<file path="src/rtl/core/ffca_pkg.sv">
// ----------------------------------------------------------------------------
// ffca_pkg
// Shared constants, types and helpers for the first-fit capacity allocator.
// ----------------------------------------------------------------------------
package ffca_pkg;

    localparam int SLOTS   = 1024;
    localparam int CAP_W   = 32;
    localparam int SLOT_W  = 11;
    localparam int LEVELS  = $clog2(SLOTS);
    localparam int NODE_W  = LEVELS + 1;
    localparam int ROW_W   = 2 * CAP_W;
    localparam int LVL_W   = $clog2(LEVELS);

    localparam logic [SLOT_W-1:0] COUNT_RESET = SLOT_W'(1024);

    localparam logic OP_LOAD  = 1'b0;
    localparam logic OP_ALLOC = 1'b1;

    typedef enum logic [2:0] {
        ST_CLEAR,
        ST_IDLE,
        ST_WALK,
        ST_ASCEND,
        ST_FINISH
    } state_t;

    // One row holds the two children of tree node k: left (2k) low, right (2k+1) high.
    typedef struct packed {
        logic              we;
        logic [LEVELS-1:0] waddr;
        logic [ROW_W-1:0]  wdata;
        logic [LEVELS-1:0] raddr;
    } ram_req_t;

    typedef struct packed {
        logic              valid;
        logic [SLOT_W-1:0] slot;
    } result_t;

    function automatic logic [CAP_W-1:0] cap_max(input logic [CAP_W-1:0] a,
                                                 input logic [CAP_W-1:0] b);
        return (a > b) ? a : b;
    endfunction

endpackage

</file>
<file path="src/rtl/core/ffca_walker.sv">
// ----------------------------------------------------------------------------
// ffca_walker
// Tree sequencer: clears the row RAM, walks root to leaf one row per cycle,
// then writes the refreshed maxima back leaf to root one row per cycle unless no slot fits.
// ----------------------------------------------------------------------------
module ffca_walker (
    input  logic                        clk,
    input  logic                        rst_n,
    input  logic                        in_valid,
    output logic                        in_ready,
    input  logic                        in_opcode,
    input  logic [ffca_pkg::SLOT_W-1:0] in_slot,
    input  logic [ffca_pkg::CAP_W-1:0]  in_amount,
    input  logic [ffca_pkg::SLOT_W-1:0] slot_count,
    output ffca_pkg::result_t           res,
    input  logic                        res_ready,
    output ffca_pkg::ram_req_t          ram_req,
    input  logic [ffca_pkg::ROW_W-1:0]  ram_rdata
);

    ffca_pkg::state_t state_reg, state_next;

    logic [ffca_pkg::LEVELS-1:0] clr_reg, clr_next;
    logic [ffca_pkg::NODE_W-1:0] node_reg, node_next;
    logic [ffca_pkg::LEVELS-1:0] path_reg, path_next;
    logic [ffca_pkg::LVL_W-1:0]  level_reg, level_next;
    logic                        op_reg, op_next;
    logic [ffca_pkg::CAP_W-1:0]  amount_reg, amount_next;
    logic [ffca_pkg::CAP_W-1:0]  val_reg, val_next;
    logic [ffca_pkg::CAP_W-1:0]  root_reg, root_next;
    logic [ffca_pkg::SLOT_W-1:0] slot_res_reg, slot_res_next;
    logic [ffca_pkg::ROW_W-1:0]  stack_reg [ffca_pkg::LEVELS];

    logic                        accept;
    logic                        load_ok;
    logic                        root_fit;
    logic                        last_step;
    logic [ffca_pkg::NODE_W-1:0] tgt_node;
    logic [ffca_pkg::CAP_W-1:0]  left_cap;
    logic [ffca_pkg::CAP_W-1:0]  right_cap;
    logic                        go_right;
    logic [ffca_pkg::NODE_W-1:0] child;
    logic [ffca_pkg::CAP_W-1:0]  chosen_cap;
    logic [ffca_pkg::SLOT_W-1:0] pick_slot;
    logic                        slot_fit;
    logic [ffca_pkg::ROW_W-1:0]  asc_row;
    logic [ffca_pkg::CAP_W-1:0]  asc_max;
    logic                        push;
    logic                        pop;

    assign in_ready  = (state_reg == ffca_pkg::ST_IDLE);
    assign accept    = in_valid && in_ready;
    assign load_ok   = (in_slot != '0) && (in_slot <= ffca_pkg::SLOT_W'(ffca_pkg::SLOTS));
    assign root_fit  = (root_reg >= in_amount);
    assign tgt_node  = ffca_pkg::NODE_W'(ffca_pkg::SLOTS - 1) + ffca_pkg::NODE_W'(in_slot);
    assign last_step = (level_reg == ffca_pkg::LVL_W'(ffca_pkg::LEVELS - 1));

    // descent decision on the row just read
    assign left_cap   = ram_rdata[ffca_pkg::CAP_W-1:0];
    assign right_cap  = ram_rdata[ffca_pkg::ROW_W-1:ffca_pkg::CAP_W];
    assign go_right   = (op_reg == ffca_pkg::OP_ALLOC) ? (left_cap < amount_reg)
                                                       : path_reg[ffca_pkg::LEVELS-1];
    assign child      = {node_reg[ffca_pkg::LEVELS-1:0], go_right};
    assign chosen_cap = go_right ? right_cap : left_cap;
    assign pick_slot  = ffca_pkg::SLOT_W'(child[ffca_pkg::LEVELS-1:0]) + ffca_pkg::SLOT_W'(1);
    assign slot_fit   = (pick_slot <= slot_count);

    // ascent: splice the new child value into the saved row
    assign asc_row = node_reg[0]
                   ? {val_reg, stack_reg[0][ffca_pkg::CAP_W-1:0]}
                   : {stack_reg[0][ffca_pkg::ROW_W-1:ffca_pkg::CAP_W], val_reg};
    assign asc_max = ffca_pkg::cap_max(asc_row[ffca_pkg::CAP_W-1:0],
                                       asc_row[ffca_pkg::ROW_W-1:ffca_pkg::CAP_W]);

    // next state
    always_comb
    begin
        state_next = state_reg;
        case (state_reg)
            ffca_pkg::ST_CLEAR:
            begin
                if (clr_reg == '1)
                begin
                    state_next = ffca_pkg::ST_IDLE;
                end
            end
            ffca_pkg::ST_IDLE:
            begin
                if (accept)
                begin
                    if (in_opcode == ffca_pkg::OP_LOAD)
                    begin
                        state_next = load_ok ? ffca_pkg::ST_WALK : ffca_pkg::ST_IDLE;
                    end
                    else
                    begin
                        state_next = root_fit ? ffca_pkg::ST_WALK : ffca_pkg::ST_FINISH;
                    end
                end
            end
            ffca_pkg::ST_WALK:
            begin
                if (last_step)
                begin
                    if (op_reg == ffca_pkg::OP_ALLOC && !slot_fit)
                    begin
                        state_next = ffca_pkg::ST_FINISH;
                    end
                    else
                    begin
                        state_next = ffca_pkg::ST_ASCEND;
                    end
                end
            end
            ffca_pkg::ST_ASCEND:
            begin
                if (last_step)
                begin
                    state_next = (op_reg == ffca_pkg::OP_ALLOC) ? ffca_pkg::ST_FINISH
                                                                : ffca_pkg::ST_IDLE;
                end
            end
            ffca_pkg::ST_FINISH:
            begin
                if (res_ready)
                begin
                    state_next = ffca_pkg::ST_IDLE;
                end
            end
            default:
            begin
                state_next = ffca_pkg::ST_IDLE;
            end
        endcase
    end

    // datapath and outputs
    always_comb
    begin
        clr_next      = clr_reg;
        node_next     = node_reg;
        path_next     = path_reg;
        level_next    = level_reg;
        op_next       = op_reg;
        amount_next   = amount_reg;
        val_next      = val_reg;
        root_next     = root_reg;
        slot_res_next = slot_res_reg;
        push          = 1'b0;
        pop           = 1'b0;
        ram_req.we    = 1'b0;
        ram_req.waddr = clr_reg;
        ram_req.wdata = '0;
        ram_req.raddr = ffca_pkg::LEVELS'(1);
        case (state_reg)
            ffca_pkg::ST_CLEAR:
            begin
                ram_req.we = 1'b1;
                clr_next   = clr_reg + ffca_pkg::LEVELS'(1);
            end
            ffca_pkg::ST_IDLE:
            begin
                if (accept)
                begin
                    op_next       = in_opcode;
                    amount_next   = in_amount;
                    path_next     = tgt_node[ffca_pkg::LEVELS-1:0];
                    node_next     = ffca_pkg::NODE_W'(1);
                    level_next    = '0;
                    slot_res_next = '0;
                end
            end
            ffca_pkg::ST_WALK:
            begin
                push          = 1'b1;
                ram_req.raddr = child[ffca_pkg::LEVELS-1:0];
                node_next     = child;
                path_next     = {path_reg[ffca_pkg::LEVELS-2:0], 1'b0};
                level_next    = last_step ? '0 : level_reg + ffca_pkg::LVL_W'(1);
                if (last_step)
                begin
                    if (op_reg == ffca_pkg::OP_ALLOC)
                    begin
                        val_next      = chosen_cap - amount_reg;
                        slot_res_next = slot_fit ? pick_slot : '0;
                    end
                    else
                    begin
                        val_next = amount_reg;
                    end
                end
            end
            ffca_pkg::ST_ASCEND:
            begin
                pop           = 1'b1;
                ram_req.we    = 1'b1;
                ram_req.waddr = node_reg[ffca_pkg::LEVELS:1];
                ram_req.wdata = asc_row;
                val_next      = asc_max;
                node_next     = node_reg >> 1;
                level_next    = last_step ? '0 : level_reg + ffca_pkg::LVL_W'(1);
                if (last_step)
                begin
                    root_next = asc_max;
                end
            end
            default:
            begin
            end
        endcase
    end

    assign res.valid = (state_reg == ffca_pkg::ST_FINISH);
    assign res.slot  = slot_res_reg;

    always_ff @(posedge clk or negedge rst_n)
    begin
        if (!rst_n)
        begin
            state_reg <= ffca_pkg::ST_CLEAR;
            clr_reg   <= '0;
            level_reg <= '0;
            root_reg  <= '0;
        end
        else
        begin
            state_reg <= state_next;
            clr_reg   <= clr_next;
            level_reg <= level_next;
            root_reg  <= root_next;
        end
    end

    always_ff @(posedge clk)
    begin
        node_reg     <= node_next;
        path_reg     <= path_next;
        op_reg       <= op_next;
        amount_reg   <= amount_next;
        val_reg      <= val_next;
        slot_res_reg <= slot_res_next;
    end

    // path stack: push rows on the way down, pop them on the way up
    always_ff @(posedge clk)
    begin
        if (push)
        begin
            stack_reg[0] <= ram_rdata;
            for (int i = 1; i < ffca_pkg::LEVELS; i++)
            begin
                stack_reg[i] <= stack_reg[i-1];
            end
        end
        else if (pop)
        begin
            for (int i = 0; i < ffca_pkg::LEVELS - 1; i++)
            begin
                stack_reg[i] <= stack_reg[i+1];
            end
        end
    end

endmodule

</file>
<file path="config.mk">
export PLATFORM = sky130hd
export DESIGN_NAME = ffca_walker
export DESIGN_NICKNAME = d
export VERILOG_FILES = /design/src/rtl/core/ffca_pkg.sv /design/src/rtl/core/ffca_walker.sv
export SDC_FILE = /design/constraint.sdc
export NUM_CORES = 2
export LEC_CHECK = 0
export BUFFER_PORTS_ARGS = -buffer_cell sky130_fd_sc_hd__buf_4
export CORE_UTILIZATION = 56
export DETAILED_ROUTE_END_ITERATION = 8
export PLACE_DENSITY_LB_ADDON = 0.3
export SLEW_MARGIN = 20
export SYNTH_ARGS = -nofsm -noshare
export SYNTH_HDL_FRONTEND = slang
export SYNTH_SLANG_ARGS = --single-unit
</file>
<file path="constraint.sdc">
create_clock -name clk -period 10.5 [get_ports clk]
set_clock_uncertainty 0.05 [all_clocks]
set_input_delay 1.05 -clock clk [delete_from_list [all_inputs] [get_ports clk]]
set_output_delay 1.05 -clock clk [all_outputs]
set_load 0.03 [all_outputs]
</file>
; Word-level counts from Yosys, hierarchy flattened
; Memories as Yosys holds them, arrays and structs flattened.
; Cells that the tools add are included.
[op_classes]
bitwise = 9
n_mux = 49
eq_ne = 12
reduce_logical = 20
n_lt_le_gt_ge = 5
addsub = 5
[op_table]
columns = operator, count
row1 = 64-bit two-way mux, 10
row2 = 32-bit two-way mux, 4
row3 = 74-bit two-way mux, 1
row4 = 32-bit one-hot mux with 2 select lines, 1
row5 = 11-bit two-way mux, 5
row6 = 11-bit one-hot mux with 3 select lines, 1
row7 = 32-bit >= comparator, 1
row8 = 32-bit > comparator, 1
row9 = 32-bit less-than comparator, 1
row10 = 32-bit subtractor, 1
row11 = 3-bit two-way mux, 9
row12 = 11-bit one-hot mux with 2 select lines, 1
row13 = 10-bit two-way mux, 2
row14 = 10-bit one-hot mux with 2 select lines, 1
row15 = 3-bit one-hot mux with 5 select lines, 1
row16 = 2-bit AND reduction, 6
row17 = 10-bit by 1-bit adder with 11-bit output (second input constant), 1
row18 = 11-bit less-or-equal comparator, 1
row19 = 11-bit less-or-equal comparator (second input constant), 1
row20 = 11-bit nonzero test, 1
row21 = 10-bit by 1-bit adder with 10-bit output (second input constant), 1
row22 = 10-bit adder (first input constant), 1
row23 = 10-bit == test (second input constant), 1
row24 = 1-bit two-way mux, 9
row25 = other kinds (19), 38
[word_totals]
n_memories = 1
mem_bits_rw = 640
in_bits = 123
reg_bits = 146
[mem_list]
columns = name, depth, width, rd, rd_clocked_by_memory_dff, wr, line_no
row1 = stack_reg, 10, 64, 10, 0, 10, ffca_walker.sv:32  ; logic [ffca_pkg::ROW_W-1:0] stack_reg [ffca_pkg::LEVELS];

; Logic depth before layout (Yosys ltp)
[logic_depth]
word_depth = 9
depth_mapped = 20
mapped_depth_nobuf = 19

; Least setup slack after synthesis
; No wires, ideal clock.
[synth_timing]
kind = flip-flop to output port
start = register state_reg[2]
end = output port ram_req[43] (netlist name)
path_stages_with_launch = 8
slack_ns = 0.200
t_required_ns = 9.400
t_arrival_ns = 9.200
cell_sequence = dfrtp_1 nand2b_1 buf_2 inv_2 nand2_1 clkbuf_1 clkbuf_1 nor2_1
[synth_rtl]
columns = item, line_no
row1 = from (decl), ffca_walker.sv:21  ; ffca_pkg::state_t state_reg, state_next;
row2 = from (signal assigned), ffca_walker.sv:220  ; state_reg <= ffca_pkg::ST_CLEAR;
row3 = from (signal assigned), ffca_walker.sv:227  ; state_reg <= state_next;
row4 = to (decl), ffca_walker.sv:17  ; output ffca_pkg::ram_req_t ram_req,

; Worst setup path in the final report
[layout_timing]
start = register amount_reg[31] (netlist name)
end = register val_reg[28] (netlist name) (data pin)
[layout_between]
elab_chain_len = 7
[layout_lines]
columns = item, line_no
row1 = from (decl), ffca_walker.sv:28  ; logic [ffca_pkg::CAP_W-1:0] amount_reg, amount_next;
row2 = from (signal assigned), ffca_walker.sv:239  ; amount_reg <= amount_next;
row3 = 32-bit less-than comparator, ffca_walker.sv:61  ; assign go_right = (op_reg == ffca_pkg::OP_ALLOC) ? (left_cap < amount_reg)
row4 = 1-bit two-way mux, ffca_walker.sv:61
row5 = 32-bit two-way mux, ffca_walker.sv:64  ; assign chosen_cap = go_right ? right_cap : left_cap;
row6 = 32-bit subtractor, ffca_walker.sv:184  ; val_next = chosen_cap - amount_reg;
row7 = 32-bit two-way mux, ffca_walker.sv:182  ; if (op_reg == ffca_pkg::OP_ALLOC)
row8 = 32-bit two-way mux, ffca_walker.sv:180  ; if (last_step)
row9 = 32-bit one-hot mux with 2 select lines, ffca_walker.sv:155  ; case (state_reg)
row10 = via val_next (one bit), ffca_walker.sv:29  ; logic [ffca_pkg::CAP_W-1:0] val_reg, val_next;
row11 = to (signal assigned), ffca_walker.sv:240  ; val_reg <= val_next;
row12 = to (decl), ffca_walker.sv:29
; The timed path passes the listed nets, and every way through them passes these cells. The select of a mux whose other input is x is not followed.
; A chain may end at the register's enable or synchronous reset.

==> results.toml <==
[routing]
vias = 27574
drc = 0
wl_met2_mm = 39.71
drtAntennaViolNets = 0
maxUsedRoutingLayer = "met4"
wl_per_cell_um = 18.96
drt_first_pass_iters = 6
via_per_inst = 5.597
wl_mm = 93.44
wl_met3_mm = 7.730
wl_met1_mm = 43.34
drt_iter0_drc = 3020

[setup_path]
slowest_delay_ps = 500
critPathArrivalTime_ps = 5900
required_ps = 10820
crit_slowest_cell = "a2111o_1"
crit_path_max_fanout = 38
crit_path_start_kind = "flip-flop"
path_class = "flip-flop to flip-flop"
end_kind = "flip-flop"
crit_chain = "inv_1 > ha_1 > nand4_1 > nor4_2 > a22oi_1 > a31oi_1 > a211oi_4 > buf_4 > mux2i_1 > ha_1 > fa_1 > nor2b_1 > o211ai_1 > a21o_1 > a2111o_1 > a21oi_2 > a21o_1 > a31oi_1 > xnor2_1 > o221a_1"

[clock_network]
clk_pin_slew_ps = 60
ctsRootBufferMaster = "clkbuf_16"
htree_levels = 3
clk-insertion-delay-late_ps = 630
clk_path_buf_depth = 3
cts_resized = 0
numCtsBuffers = 84
cts_tree = "yes"
postCtsSetupBuffers = 0
cts_hold_buf = 0
cts_sinks = 786

[floorplan]
core_mm2 = 0.06775
start_util_pct = 57.02
fp.dieW_um = 264.7
core.rowCount = 95
die_area_mm2 = 0.07004
ioPinCount = 221
die_h_um = 264.7

[yosys]
syn_area_mm2 = 0.03863
ys_ff_latch = 786
synth_cells = 3831
yosys_warnings = 0
synth_area_per_cell_um2 = 10.08
synth_cell_types = 74
async_reset_ff_share_pct = 6.234
seq_area_frac_synth_pct = 60.46
synth_nets = 4095
synth-edff-count = 737
synthFlopType = "edfxtp_1"

[finish]
postLayoutCellArea_mm2 = 0.04389
largest_reg_flops = 640
final_util_pct = 64.78
final_cell_mix = "1846 x nand2_1, 737 x edfxtp_1, 242 x buf_4"
nets = 4244
syn2layout_area_growth_pct = 13.62
final_common_cell = "nand2_1"
drive_gt1_share_pct = 11.76

[pwr]
p_comb_share_pct = 42.4
ir_worst_vdd_mv = 0.3054
p_int_w = 0.01013
swShare_pct = 41.31
seq_power_share_pct = 39.2
power_frac_clock_pct = 18.4
p_sw_w = 0.007130
p_per_area_mw_per_mm2 = 393.2
finalPower_w = 0.01726
p_leak_nw = 20.46

[sta]
final-setup-viol-count = 0
drv_slew = 0
worst_slew_pin_slew_ps = 1058
finalCritPeriodShare_pct = 53.17
final.setup.tns_ps = 0
grt_setup_unrepaired = "no"
fmax_ghz = 0.1791
maxSlewHeadroom_pct = 29.44
period_minus_slack_ps = 5583
final_hold_viol_count = 0

[global_route]
grt_pass1_wl_mm = 145.1
grt.total_usage_pct = 26.47
grt_max_degree = 232
grt_pass1_vias = 25768
antenna_found_initial = 5
grt_overflow = 0

[worst_hold_path]
worstHoldPathType = "flip-flop to flip-flop"

[placed_design]
io_buffers = 220
placed_cell_area_mm2 = 0.04094
gp_congestion = 0.9409
post-dp-hpwl_mm = 62.45

[run]
max_cap_viol_count = 0

[outcome]
status = "completed"
## layout make-up
type,count,area (µm²)
fillers,5318,23860
flip-flops and latches,786,23360
multi-input cells,2736,14100
clock buffers,98,2197
repair buffers,247,1908
well taps,873,1092
clock inverters,56,740.7
inverters,125,476.7
diodes,6,15.01
## power by group through the flow
stage               sequential [W]  combinational [W]  clock [W]
global placement           0.00669            0.00710          0
global route               0.00692            0.00807    0.00333
detailed placement         0.00676            0.00726          0
CTS                        0.00674            0.00732    0.00321
floorplan                  0.00675            0.00525          0
finish                     0.00677            0.00732    0.00318
## final timing paths
path | startpoint | cells after the start | slack (ps) | end
max in group asynchronous | rst_n | 1 | 9550 | root_reg[0]
min reg2reg | stack_reg[8][28] | 0 | 400 | stack_reg[9][28]
min in group asynchronous | rst_n | 1 | 410 | root_reg[28]
max | amount_reg[31] | 20 | 4920 | val_reg[28]
min | stack_reg[8][28] | 0 | 400 | stack_reg[9][28]
max reg2reg | amount_reg[31] | 20 | 4920 | val_reg[28]
## synthesized netlist by cell type, types with 10 or more instances
| master | number | area share (%) |
|---|---|---|
| xnor2_1 | 36 | 0.82 |
| nand2b_1 | 19 | 0.31 |
| edfxtp_1 | 737 | 57 |
| a31oi_1 | 10 | 0.16 |
| a21oi_1 | 61 | 0.79 |
| dfrtp_1 | 49 | 3.2 |
| nand2_1 | 1848 | 18 |
| a21oi_2 | 16 | 0.36 |
| nor2b_1 | 18 | 0.29 |
| a211oi_1 | 19 | 0.37 |
| nor3_1 | 10 | 0.13 |
| mux2_2 | 37 | 1.1 |
| o21ai_1 | 42 | 0.54 |
| mux2i_1 | 84 | 2.2 |
| nand3_1 | 14 | 0.18 |
| inv_1 | 124 | 1.2 |
| and2_1 | 12 | 0.19 |
| clkbuf_1 | 163 | 1.6 |
| ha_1 | 140 | 4.5 |
| a21o_1 | 46 | 0.89 |
| nor2_1 | 115 | 1.1 |
| mux2_4 | 24 | 0.93 |
| o21ai_0 | 44 | 0.57 |
| nand4_1 | 31 | 0.50 |
| xor2_1 | 14 | 0.32 |
## routing by layer
metal	vias to the layer above	global-route usage (%)
li1	13201	-
met1	13249	41.20
met2	982	37.67
met3	142	4.505
met4	0	8.514
met5	-	0
## worst max-delay path, delay by kind of cell, from the launching register on
kind | cells | cell delay (ps)
AO/OA/AOI/OAI | 10 | 2310
adder cells (fa/ha/maj) | 3 | 960
AND/OR/NAND/NOR | 3 | 800
flip-flops | 1 | 440
buffers and inverters | 2 | 440
multiplexers | 1 | 180
XOR/XNOR | 1 | 150
## stage by stage
step	std cells	setup WS, ps	hold WS [ps]
6_report	4927	4917	403.8
5_1_grt	4926	4638	408.8
4_1_cts	4921	4927	405.6
3_5_place_dp	4767	4312	386.8
3_3_place_gp	4767	4350	381.6
2_1_floorplan	3831	200.1	376.2
## kinds of logic (layout without fill, tap and decap cells)
kind of cell / after synthesis / count (layout) / synth area share, %
and+or+nand+nor: 2099 / 2099 / 21.30
xor gates and xnor gates: 50 / 50 / 1.134
AOI/OAI and AO/OA: 298 / 298 / 5.146
DFF: 786 / 786 / 60.46
other: 0 / 6 / 0
adders and majority gates: 141 / 141 / 4.586
buffers and inverters: 309 / 526 / 3.099
muxes: 148 / 148 / 4.275
Note: power is estimated with default switching activity, not from simulation.
